## src/hdl/sds_pkg.sv

```systemverilog
// shared types, constants and the control program of the spring damper smoother
package sds_pkg;

    localparam int GAIN_W    = 16;
    localparam int ACC_W     = 64;
    localparam int PC_W      = 5;
    localparam int CFG_IDX_W = 3;

    localparam logic [CFG_IDX_W-1:0] REG_STIFFNESS   = 3'd0;
    localparam logic [CFG_IDX_W-1:0] REG_DAMPING     = 3'd1;
    localparam logic [CFG_IDX_W-1:0] REG_CUBIC       = 3'd2;
    localparam logic [CFG_IDX_W-1:0] REG_INV_MASS    = 3'd3;
    localparam logic [CFG_IDX_W-1:0] REG_DEFAULT_STEP = 3'd4;

    localparam logic CMD_SET_TARGET = 1'b0;
    localparam logic CMD_TICK       = 1'b1;

    localparam logic [GAIN_W-1:0] STIFFNESS_RST = 16'd25600;
    localparam logic [GAIN_W-1:0] DAMPING_RST   = 16'd2560;
    localparam logic [GAIN_W-1:0] CUBIC_RST     = 16'd0;
    localparam logic [GAIN_W-1:0] INV_MASS_RST  = 16'd256;
    localparam int                DEFAULT_STEP_RST = 1092;

    // step where the spring product starts; the cubic term is skipped up to here
    localparam logic [PC_W-1:0] PC_SPRING = 5'd8;

    typedef enum logic [3:0] {
        OP_NOP,
        OP_INIT,
        OP_COPY_E,
        OP_MUL,
        OP_SHIFT_F,
        OP_SUM_T,
        OP_SHIFT_8,
        OP_FORCE,
        OP_ACCEL,
        OP_VEL,
        OP_POS
    } t_op;

    typedef enum logic [1:0] {
        XS_E,
        XS_W,
        XS_V
    } t_xsel;

    typedef enum logic [2:0] {
        YS_E,
        YS_CUBIC,
        YS_STIFF,
        YS_DAMP,
        YS_INV,
        YS_DT
    } t_ysel;

    typedef enum logic [1:0] {
        NX_SEQ,
        NX_WAIT,
        NX_JUMP_CZ,
        NX_END
    } t_next;

    typedef enum logic {
        SQ_IDLE,
        SQ_RUN
    } t_seq_state;

    typedef struct packed {
        t_op              op;
        t_xsel            xsel;
        t_ysel            ysel;
        t_next            nxt;
        logic [PC_W-1:0]  jmp;
    } t_uword;

    typedef struct packed {
        logic mul_done;
        logic cubic_zero;
    } t_dp_status;

    typedef struct packed {
        logic [GAIN_W-1:0] stiffness;
        logic [GAIN_W-1:0] damping;
        logic [GAIN_W-1:0] cubic;
        logic [GAIN_W-1:0] inv_mass;
    } t_gains;

    // control program of one tick
    function automatic t_uword sds_rom(input logic [PC_W-1:0] pc);
        t_uword w;
        w = '{OP_NOP, XS_E, YS_E, NX_END, PC_W'(0)};
        case (pc)
            5'd0:  w = '{OP_INIT,    XS_E, YS_E,     NX_SEQ,     PC_W'(0)};
            5'd1:  w = '{OP_COPY_E,  XS_E, YS_E,     NX_JUMP_CZ, PC_SPRING};
            5'd2:  w = '{OP_MUL,     XS_E, YS_E,     NX_WAIT,    PC_W'(0)};
            5'd3:  w = '{OP_SHIFT_F, XS_E, YS_E,     NX_SEQ,     PC_W'(0)};
            5'd4:  w = '{OP_MUL,     XS_W, YS_E,     NX_WAIT,    PC_W'(0)};
            5'd5:  w = '{OP_SHIFT_F, XS_E, YS_E,     NX_SEQ,     PC_W'(0)};
            5'd6:  w = '{OP_MUL,     XS_W, YS_CUBIC, NX_WAIT,    PC_W'(0)};
            5'd7:  w = '{OP_SUM_T,   XS_E, YS_E,     NX_SEQ,     PC_W'(0)};
            5'd8:  w = '{OP_MUL,     XS_W, YS_STIFF, NX_WAIT,    PC_W'(0)};
            5'd9:  w = '{OP_SHIFT_8, XS_E, YS_E,     NX_SEQ,     PC_W'(0)};
            5'd10: w = '{OP_MUL,     XS_V, YS_DAMP,  NX_WAIT,    PC_W'(0)};
            5'd11: w = '{OP_FORCE,   XS_E, YS_E,     NX_SEQ,     PC_W'(0)};
            5'd12: w = '{OP_MUL,     XS_W, YS_INV,   NX_WAIT,    PC_W'(0)};
            5'd13: w = '{OP_ACCEL,   XS_E, YS_E,     NX_SEQ,     PC_W'(0)};
            5'd14: w = '{OP_MUL,     XS_W, YS_DT,    NX_WAIT,    PC_W'(0)};
            5'd15: w = '{OP_VEL,     XS_E, YS_E,     NX_SEQ,     PC_W'(0)};
            5'd16: w = '{OP_MUL,     XS_V, YS_DT,    NX_WAIT,    PC_W'(0)};
            5'd17: w = '{OP_POS,     XS_E, YS_E,     NX_END,     PC_W'(0)};
            default: w = '{OP_NOP,   XS_E, YS_E,     NX_END,     PC_W'(0)};
        endcase
        return w;
    endfunction

endpackage

```

## src/hdl/sds_mac.sv

```systemverilog
// digit-serial multiply-accumulate: 16-bit digits of x against a full y
module sds_mac #(
    parameter int XW = 48,
    parameter int YW = 22
) (
    input  logic                             i_clk,
    input  logic                             i_rst_n,
    input  logic                             i_run,
    input  logic signed [XW-1:0]             i_x,
    input  logic signed [YW-1:0]             i_y,
    output logic signed [sds_pkg::ACC_W-1:0] o_acc,
    output logic                             o_done
);
    import sds_pkg::*;

    localparam int ND = (XW + 15) / 16;
    localparam int IW = (ND > 1) ? $clog2(ND) : 1;

    logic                    r_busy;
    logic signed [XW-1:0]    r_mx;
    logic [IW-1:0]           r_idx;
    logic signed [ACC_W-1:0] r_acc;

    logic signed [XW-1:0]    x_cur;
    logic [IW-1:0]           idx;
    logic signed [ACC_W-1:0] base;
    logic                    fits;
    logic signed [16:0]      digit;
    logic signed [16+YW:0]   prod;
    logic signed [ACC_W-1:0] part;

    always_comb begin
        x_cur = r_busy ? r_mx : i_x;
        idx   = r_busy ? r_idx : '0;
        base  = r_busy ? r_acc : '0;
        // top digit is taken signed once the rest is pure sign
        fits  = (&x_cur[XW-1:16]) | ~(|x_cur[XW-1:16]);
        digit = fits ? x_cur[16:0] : {1'b0, x_cur[15:0]};
        prod  = digit * i_y;
        part  = ACC_W'(prod) <<< {idx, 4'b0000};
    end

    always_ff @(posedge i_clk) begin
        if (!i_rst_n) begin
            r_busy <= 1'b0;
        end else begin
            r_busy <= i_run & ~fits;
        end
    end

    always_ff @(posedge i_clk) begin
        if (i_run) begin
            r_acc <= base + part;
            r_mx  <= x_cur >>> 16;
            r_idx <= idx + 1'b1;
        end
    end

    assign o_acc  = r_acc;
    assign o_done = i_run & fits;

endmodule

```

## src/hdl/sds_datapath.sv

```systemverilog
// state registers, operand selection, adder with clamp and the shared multiplier
module sds_datapath #(
    parameter int FRACTION_BITS = 16
) (
    input  logic                          i_clk,
    input  logic                          i_rst_n,
    input  sds_pkg::t_uword               i_uw,
    input  sds_pkg::t_gains               i_gains,
    input  logic [FRACTION_BITS:0]        i_default_step,
    input  logic                          i_load_target,
    input  logic signed [FRACTION_BITS+1:0] i_target_value,
    input  logic                          i_load_step,
    input  logic [FRACTION_BITS:0]        i_step_time,
    output logic [FRACTION_BITS+3:0]      o_position,
    output sds_pkg::t_dp_status           o_status
);
    import sds_pkg::*;

    localparam int F   = FRACTION_BITS;
    localparam int PW  = F + 4;
    localparam int VW  = F + 8;
    localparam int EW  = F + 6;
    localparam int YW  = (F + 6 > GAIN_W + 1) ? F + 6 : GAIN_W + 1;
    localparam int XWA = (F + 30 > 62 - F) ? F + 30 : 62 - F;
    localparam int XW  = (XWA > 48) ? XWA : 48;

    localparam logic signed [ACC_W-1:0] FORCE_HI = ACC_W'(1) <<< 46;
    localparam logic signed [ACC_W-1:0] FORCE_LO = -FORCE_HI;
    localparam logic signed [ACC_W-1:0] ACCEL_HI = ACC_W'(1) <<< (60 - F);
    localparam logic signed [ACC_W-1:0] ACCEL_LO = -ACCEL_HI;
    localparam logic signed [ACC_W-1:0] VEL_HI   = (ACC_W'(1) <<< (VW - 1)) - ACC_W'(1);
    localparam logic signed [ACC_W-1:0] VEL_LO   = -(ACC_W'(1) <<< (VW - 1));
    localparam logic signed [ACC_W-1:0] POS_HI   = (ACC_W'(1) <<< PW) - ACC_W'(1);
    localparam logic signed [ACC_W-1:0] POS_LO   = '0;

    logic [F:0]            r_target;
    logic [PW-1:0]         r_pos;
    logic signed [VW-1:0]  r_vel;
    logic signed [EW-1:0]  r_e;
    logic signed [XW-1:0]  r_w;
    logic [F:0]            r_dt;

    logic signed [XW-1:0]    mul_x;
    logic signed [YW-1:0]    mul_y;
    logic signed [ACC_W-1:0] acc;
    logic                    mul_done;
    logic signed [ACC_W-1:0] acc8;
    logic signed [ACC_W-1:0] accf;
    logic signed [ACC_W-1:0] a_op;
    logic signed [ACC_W-1:0] b_op;
    logic signed [ACC_W-1:0] lo;
    logic signed [ACC_W-1:0] hi;
    logic signed [ACC_W-1:0] sum;
    logic signed [ACC_W-1:0] res;
    logic                    sub;
    logic                    clamp_en;
    logic [F:0]              target_clamped;
    logic                    step_ok;

    // operand selection for the multiplier
    always_comb begin
        case (i_uw.xsel)
            XS_E:    mul_x = XW'(r_e);
            XS_W:    mul_x = r_w;
            XS_V:    mul_x = XW'(r_vel);
            default: mul_x = r_w;
        endcase
        case (i_uw.ysel)
            YS_E:     mul_y = YW'(r_e);
            YS_CUBIC: mul_y = YW'($signed({1'b0, i_gains.cubic}));
            YS_STIFF: mul_y = YW'($signed({1'b0, i_gains.stiffness}));
            YS_DAMP:  mul_y = YW'($signed({1'b0, i_gains.damping}));
            YS_INV:   mul_y = YW'($signed({1'b0, i_gains.inv_mass}));
            YS_DT:    mul_y = YW'($signed({1'b0, r_dt}));
            default:  mul_y = '0;
        endcase
    end

    sds_mac #(
        .XW (XW),
        .YW (YW)
    ) u_mac (
        .i_clk   (i_clk),
        .i_rst_n (i_rst_n),
        .i_run   (i_uw.op == OP_MUL),
        .i_x     (mul_x),
        .i_y     (mul_y),
        .o_acc   (acc),
        .o_done  (mul_done)
    );

    // adder with optional clamp behind the product
    always_comb begin
        acc8     = acc >>> 8;
        accf     = acc >>> F;
        a_op     = '0;
        b_op     = '0;
        sub      = 1'b0;
        clamp_en = 1'b0;
        lo       = POS_LO;
        hi       = POS_HI;
        case (i_uw.op)
            OP_COPY_E: a_op = ACC_W'(r_e);
            OP_SHIFT_F: b_op = accf;
            OP_SUM_T: begin
                a_op = ACC_W'(r_e);
                b_op = acc8;
            end
            OP_SHIFT_8: b_op = acc8;
            OP_FORCE: begin
                a_op     = ACC_W'(r_w);
                b_op     = acc8;
                sub      = 1'b1;
                clamp_en = 1'b1;
                lo       = FORCE_LO;
                hi       = FORCE_HI;
            end
            OP_ACCEL: begin
                b_op     = acc8;
                clamp_en = 1'b1;
                lo       = ACCEL_LO;
                hi       = ACCEL_HI;
            end
            OP_VEL: begin
                a_op     = ACC_W'(r_vel);
                b_op     = accf;
                clamp_en = 1'b1;
                lo       = VEL_LO;
                hi       = VEL_HI;
            end
            OP_POS: begin
                a_op     = ACC_W'($signed({1'b0, r_pos}));
                b_op     = accf;
                clamp_en = 1'b1;
            end
            default: ;
        endcase
        sum = sub ? a_op - b_op : a_op + b_op;
        if (clamp_en && sum < lo) begin
            res = lo;
        end else if (clamp_en && sum > hi) begin
            res = hi;
        end else begin
            res = sum;
        end
    end

    // target clamp to 0..1.0 and time step check
    always_comb begin
        if (i_target_value[F+1]) begin
            target_clamped = '0;
        end else if (i_target_value[F] && |i_target_value[F-1:0]) begin
            target_clamped = {1'b1, {F{1'b0}}};
        end else begin
            target_clamped = i_target_value[F:0];
        end
        step_ok = (|i_step_time) && !(i_step_time[F] && |i_step_time[F-1:0]);
    end

    always_ff @(posedge i_clk) begin
        if (!i_rst_n) begin
            r_target <= '0;
            r_pos    <= '0;
            r_vel    <= '0;
        end else begin
            if (i_load_target) begin
                r_target <= target_clamped;
            end
            if (i_uw.op == OP_VEL) begin
                r_vel <= VW'(res);
            end
            if (i_uw.op == OP_POS) begin
                r_pos <= PW'(res);
            end
        end
    end

    always_ff @(posedge i_clk) begin
        if (i_load_step) begin
            r_dt <= step_ok ? i_step_time : i_default_step;
        end
        if (i_uw.op == OP_INIT) begin
            r_e <= $signed({5'b0, r_target}) - $signed({2'b0, r_pos});
        end
        case (i_uw.op)
            OP_COPY_E, OP_SHIFT_F, OP_SUM_T, OP_SHIFT_8, OP_FORCE, OP_ACCEL: begin
                r_w <= XW'(res);
            end
            default: ;
        endcase
    end

    assign o_position        = r_pos;
    assign o_status.mul_done   = mul_done;
    assign o_status.cubic_zero = (i_gains.cubic == '0);

endmodule

```

## src/hdl/sds_sequencer.sv

```systemverilog
// step counter and jump logic walking the control program
module sds_sequencer (
    input  logic                 i_clk,
    input  logic                 i_rst_n,
    input  logic                 i_start,
    input  logic                 i_out_free,
    input  sds_pkg::t_dp_status  i_status,
    output sds_pkg::t_uword      o_uw,
    output logic                 o_idle,
    output logic                 o_result
);
    import sds_pkg::*;

    t_seq_state       r_state;
    t_seq_state       n_state;
    logic [PC_W-1:0]  r_pc;
    logic [PC_W-1:0]  n_pc;
    t_uword           uw;
    logic             fire;

    always_ff @(posedge i_clk) begin
        if (!i_rst_n) begin
            r_state <= SQ_IDLE;
            r_pc    <= '0;
        end else begin
            r_state <= n_state;
            r_pc    <= n_pc;
        end
    end

    always_comb begin
        uw       = sds_rom(r_pc);
        n_state  = r_state;
        n_pc     = r_pc;
        fire     = 1'b0;
        o_idle   = 1'b0;
        o_result = 1'b0;
        case (r_state)
            SQ_IDLE: begin
                o_idle = 1'b1;
                if (i_start) begin
                    n_state = SQ_RUN;
                    n_pc    = '0;
                end
            end
            SQ_RUN: begin
                case (uw.nxt)
                    NX_SEQ: begin
                        fire = 1'b1;
                        n_pc = r_pc + 1'b1;
                    end
                    NX_WAIT: begin
                        fire = 1'b1;
                        if (i_status.mul_done) begin
                            n_pc = r_pc + 1'b1;
                        end
                    end
                    NX_JUMP_CZ: begin
                        fire = 1'b1;
                        n_pc = i_status.cubic_zero ? uw.jmp : r_pc + 1'b1;
                    end
                    NX_END: begin
                        // hold the last step until the output slot is free
                        if (i_out_free) begin
                            fire     = 1'b1;
                            o_result = 1'b1;
                            n_state  = SQ_IDLE;
                        end
                    end
                    default: n_state = SQ_IDLE;
                endcase
            end
            default: n_state = SQ_IDLE;
        endcase
        o_uw = uw;
        if (!fire) begin
            o_uw.op = OP_NOP;
        end
    end

endmodule

```

## src/hdl/spring_damper_smoother_unit.sv

```systemverilog
// top level of the spring damper smoother: stream ports, config registers, result slot
//
// Eases a position toward a target with a fixed-point mass-spring-damper.
// Input stream: tuser[0] is the command (0 = set target, 1 = tick), tdata
// carries target_value and step_time. A set-target request is taken and gives
// no result. A tick request runs a short control program on one shared
// digit-serial multiplier and returns the new position on the output
// stream.
// The time a tick takes grows with its plain program steps and with the
// 16-bit digits the multiplier's digit loop consumes; with a zero cubic
// weight the cubic steps are skipped. One tick is worked on at a time; the
// next request is taken only after it ends.
// A finished position sits in the output slot while the next request is
// taken; if the receiver stalls, the next tick holds on its last step until
// the slot is read.
// Config port: ready only while no tick runs, ahead of a waiting request;
// unknown indexes are dropped.
// Reset (synchronous, active low) clears target, position and velocity, loads
// the default gains and holds both ready outputs low.
module spring_damper_smoother_unit #(
    parameter int FRACTION_BITS = 16
) (
    input  logic i_clk,
    input  logic i_rst_n,

    // slave side: tdata = target_value [F+1:0], step_time [2F+2:F+2], zero pad
    input  logic                                        s_axis_tvalid,
    output logic                                        s_axis_tready,
    input  logic [((2*FRACTION_BITS+10)/8)*8-1:0]        s_axis_tdata,
    // tuser = command
    input  logic [0:0]                                  s_axis_tuser,

    // master side: tdata = position_out [F+3:0], zero pad
    output logic                                        m_axis_tvalid,
    input  logic                                        m_axis_tready,
    output logic [((FRACTION_BITS+11)/8)*8-1:0]          m_axis_tdata,

    // configuration writes
    input  logic                                        i_cfg_valid,
    output logic                                        o_cfg_ready,
    input  logic [sds_pkg::CFG_IDX_W-1:0]               i_cfg_index,
    input  logic [((FRACTION_BITS + 1 > sds_pkg::GAIN_W) ?
                   FRACTION_BITS + 1 : sds_pkg::GAIN_W)-1:0] i_cfg_data
);
    import sds_pkg::*;

    localparam int F     = FRACTION_BITS;
    localparam int OUT_W = ((F + 11) / 8) * 8;

    t_gains          r_gains;
    logic [F:0]      r_default_step;
    logic            r_out_valid;

    logic            in_accept;
    logic            cfg_write;
    logic            load_target;
    logic            load_step;
    logic            seq_idle;
    logic            seq_result;
    logic            out_free;
    t_uword          uw;
    t_dp_status      dp_status;
    logic [F+3:0]    position;

    // requests are taken whenever no tick is running and no config write waits
    assign s_axis_tready = i_rst_n & seq_idle & ~i_cfg_valid;
    assign in_accept     = s_axis_tvalid & s_axis_tready;
    assign load_target   = in_accept & (s_axis_tuser[0] == CMD_SET_TARGET);
    assign load_step     = in_accept & (s_axis_tuser[0] == CMD_TICK);

    // config registers, written only between ticks
    assign o_cfg_ready = i_rst_n & seq_idle;
    assign cfg_write   = i_cfg_valid & o_cfg_ready;

    always_ff @(posedge i_clk) begin
        if (!i_rst_n) begin
            r_gains.stiffness <= STIFFNESS_RST;
            r_gains.damping   <= DAMPING_RST;
            r_gains.cubic     <= CUBIC_RST;
            r_gains.inv_mass  <= INV_MASS_RST;
            r_default_step    <= (F + 1)'(DEFAULT_STEP_RST);
        end else if (cfg_write) begin
            case (i_cfg_index)
                REG_STIFFNESS:    r_gains.stiffness <= i_cfg_data[GAIN_W-1:0];
                REG_DAMPING:      r_gains.damping   <= i_cfg_data[GAIN_W-1:0];
                REG_CUBIC:        r_gains.cubic     <= i_cfg_data[GAIN_W-1:0];
                REG_INV_MASS:     r_gains.inv_mass  <= i_cfg_data[GAIN_W-1:0];
                REG_DEFAULT_STEP: r_default_step    <= i_cfg_data[F:0];
                default: ;
            endcase
        end
    end

    // output slot: position register holds the data, this flag the valid
    assign out_free = ~r_out_valid | m_axis_tready;

    always_ff @(posedge i_clk) begin
        if (!i_rst_n) begin
            r_out_valid <= 1'b0;
        end else if (seq_result) begin
            r_out_valid <= 1'b1;
        end else if (m_axis_tready) begin
            r_out_valid <= 1'b0;
        end
    end

    sds_sequencer u_seq (
        .i_clk      (i_clk),
        .i_rst_n    (i_rst_n),
        .i_start    (load_step),
        .i_out_free (out_free),
        .i_status   (dp_status),
        .o_uw       (uw),
        .o_idle     (seq_idle),
        .o_result   (seq_result)
    );

    sds_datapath #(
        .FRACTION_BITS (FRACTION_BITS)
    ) u_dp (
        .i_clk          (i_clk),
        .i_rst_n        (i_rst_n),
        .i_uw           (uw),
        .i_gains        (r_gains),
        .i_default_step (r_default_step),
        .i_load_target  (load_target),
        .i_target_value (s_axis_tdata[F+1:0]),
        .i_load_step    (load_step),
        .i_step_time    (s_axis_tdata[2*F+2:F+2]),
        .o_position     (position),
        .o_status       (dp_status)
    );

    assign m_axis_tvalid = r_out_valid;
    assign m_axis_tdata  = OUT_W'(position);

endmodule
```

## config.mk

```make
export PLATFORM = sky130hd
export DESIGN_NAME = spring_damper_smoother_unit
export DESIGN_NICKNAME = d
export VERILOG_FILES = /design/src/hdl/sds_pkg.sv /design/src/hdl/sds_mac.sv /design/src/hdl/sds_datapath.sv /design/src/hdl/sds_sequencer.sv /design/src/hdl/spring_damper_smoother_unit.sv
export SDC_FILE = /design/constraint.sdc
export NUM_CORES = 2
export LEC_CHECK = 0
export BUFFER_PORTS_ARGS = -buffer_cell sky130_fd_sc_hd__buf_2
export CAP_MARGIN = 10
export CORE_MARGIN = 1.5
export CORE_UTILIZATION = 40
export DETAILED_ROUTE_END_ITERATION = 6
export GPL_TIMING_DRIVEN = 1
export SETUP_SLACK_MARGIN = 0.3
export SYNTH_ARGS = -nofsm -noshare
export SYNTH_HDL_FRONTEND = slang
export SYNTH_HIERARCHICAL = 1
export SYNTH_SLANG_ARGS = --single-unit
export TNS_END_PERCENT = 50
```

## constraint.sdc

```tcl
create_clock -name i_clk -period 22.8 [get_ports i_clk]
set_input_delay 1.14 -clock i_clk [delete_from_list [all_inputs] [get_ports i_clk]]
set_output_delay 1.14 -clock i_clk [all_outputs]
set_load 0.05 [all_outputs]
```

==> summary.md <==
| Metric | Value |
|---|---|
| DIE HEIGHT | between 300 and 400 um |
| Hold WS | about 0.45 ns |
| TritonCTS clock tree | yes |
| PortBufs | 83 |
| Relative slew slack | between 10% and 20% |
| GPL Wtd Cong | around 0.96 |
| Worst slew pin tran | approximately 1.3 ns |
| Hold/Removal Path Class | reg -> reg |
| Die Area | ~110000 um^2 |
| Final WL | 138000 um |
| Drt pass-1 iters | 7 |
| Layout Skew | between 0.06 and 0.07 ns |
| Core Box Area | roughly 110000 um^2 |
| Root buf cell | clkbuf_16 |
| Initial antenna violation count | 1 |
| Avg Cell Area, Syn | between 8 and 9 um^2 |
| Final Slew Violations | 0 |
| Number of buffers created by CTS | 42 |
| Max Freq | between 70 and 80 MHz |
| Die W | roughly 340 um |
| Setup TNS | 0 ns |
| Crit path DAT | 14.15 ns |
| Max IR drop VDD | 0.173 mV |
| Req. time, crit path | about 23 ns |
| Unrepaired setup endpoints after global routing | false |
| Clock Pin Slew Worst Setup and Hold Paths | about 0.060 ns |
| Largest fanout on the critical path | 78 |
| CTS Hold Buffers Added | 0 |
| Worst setup EP type | register |
| Clock tree sinks | ~350 |
| Nets | ~6000 |
| Slowest CP cell | nor2b_1 |
| Worst Min Path Start | r_gains[35]$_SDFFE_PN0P_ |
| Mapped cell area | around 44000 um^2 |
| Power per standard cell area | between 100 and 150 nW/um^2 |
| Starting Density | slightly above 40% |
| H-tree levels | 2 |
| Vias | ~39000 |
| Status | completed |
| Avg Vias per Cell | 5.80 |
| Aggregate global-route resource usage | 24.2% |
| Antenna-violating nets left | 0 |
| Layout cells sized above 1 | under 10% |
| Post-CTS Setup Repair Bufs | 0 |
| Bufs on Longest Clock Path | 3 |
| Leak | 0.0210 uW |
| I/O pin count | between 90 and 100 |
| Tot Pwr | about 6200 uW |
| CP Launch Type | input port |
| Gr ovfl total | 0 |
| Area Growth Syn to Fin | 6.64% |
| Worst-skew pair later-pin latency | about 0.63 ns |
| Max incr delay on CP | roughly 1.1 ns |
| Endpoints failing setup | 0 |
| Initial DRC count | around 3600 |
| Period minus WS final | ~14 ns |
| Row Count | about 120 |
| Crit share post-route | between 60% and 70% |
| Largest net degree at the start of global routing | 84 |
| Vias in the first global route | roughly 37000 |
| Drt drc | 0 |
| Post-detail-place hpwl | 107000 um |
| CP Launch Point | m_axis_tready |
| Routed wire per std cell | 20.8 um |
| Post-cts sizing count | 0 |
| Final hold violations | 0 |
| Synth warn | 6 |
| Crit Path Class | in -> reg |
| # Max-Cap Violations | 0 |
| Post-Synthesis Cells | 5257 |
| Worst r2r src | u_seq/uw[5]$_SDFF_PP1_ |
| First-pass GRT wire length | between 200000 and 250000 um |
## path summary, 6_finish.rpt
path | to | slack, ns | cells past startpoint
min reg2reg | r_gains[35]$_SDFFE_PN0P_ | 0.45 | 2
min | r_gains[35]$_SDFFE_PN0P_ | 0.45 | 2
max reg2reg | u_dp/r_w[30]$_DFFE_PP_ | 9.38 | 39
max | u_dp/r_w[30]$_DFFE_PP_ | 9.05 | 40
## sequential cells by signal, summed over array words and instances (netlist names), 2 cells and up
signal and cells:
u_dp/u_mac/r_idx 2, u_dp/u_mac/o_acc 64, u_seq/uw 12, u_dp/r_target 17, u_dp/r_e 21, u_dp/o_position 20, r_default_step 17, u_dp/r_w 48
u_dp/u_mac/r_mx 32, u_dp/r_vel 24, u_dp/r_dt 17, r_gains 64, u_seq/r_pc 5
## cell usage in the layout (no fill, tap or decap), drive strengths merged, types with 53 or more instances in the layout
cell,instances
nand2,591
inv,567
fa,375
a21oi,333
ha,304
nor2,283
o21ai,272
edfxtp,184
a21o,176
and2,167
dfxtp,162
buf,149
nor2b,146
xnor2,133
mux2i,129
nand3,100
xor2,75
a211oi,63
nor3,58
a22oi,53
clkbuf,53
## critical path, delay by kind of cell
kind,cells,cell delay [ns]
buffers and inverters,6,1.49
adders and majority gates,3,1.13
xor gates and xnor gates,2,0.57
AOI/OAI and AO/OA,14,4.72
muxes,1,0.26
and+or+nand+nor,14,4.72
## report_power, final
| group | switching [uW] | internal, uW |
|---|---|---|
| combinational | 3070 | 1640 |
| clock | 298 | 405 |
| sequential | 4.26 | 805 |
| total | 3370 | 2850 |
## layout make-up
type / count / area, um^2
fillers: 10900 / 62200
inverters: 567 / 2130
repair buffers: 149 / 913
diodes: 1 / 2.50
clock buffers: 53 / 1140
well taps: 1476 / 1850
flip-flops and latches: 346 / 8770
clock inverters: 24 / 268
multi-input cells: 4050 / 32200
## layer usage
layer | track usage [%] | wire length [um] | vias up
li1 | - | - | 18100
met1 | 34.0 | 62700 | 19100
met2 | 39.3 | 63300 | 1299
met3 | 2.64 | 8630 | 186
met4 | 7.04 | 3900 | 0
met5 | 0 | 0 | -
## through the flow
stage	utilization, %	setup WS [ns]	cell area, um^2	cells
after floorplan	-	8.55	44400	5260
after global placement	41.9	8.97	45900	6588
after detailed placement	41.9	8.85	45900	6588
after CTS	43.2	9.36	47300	6665
after global routing	43.2	8.15	47300	6666
final	43.2	9.05	47300	6666
No activity file was read; power rests on OpenSTA's default activity.
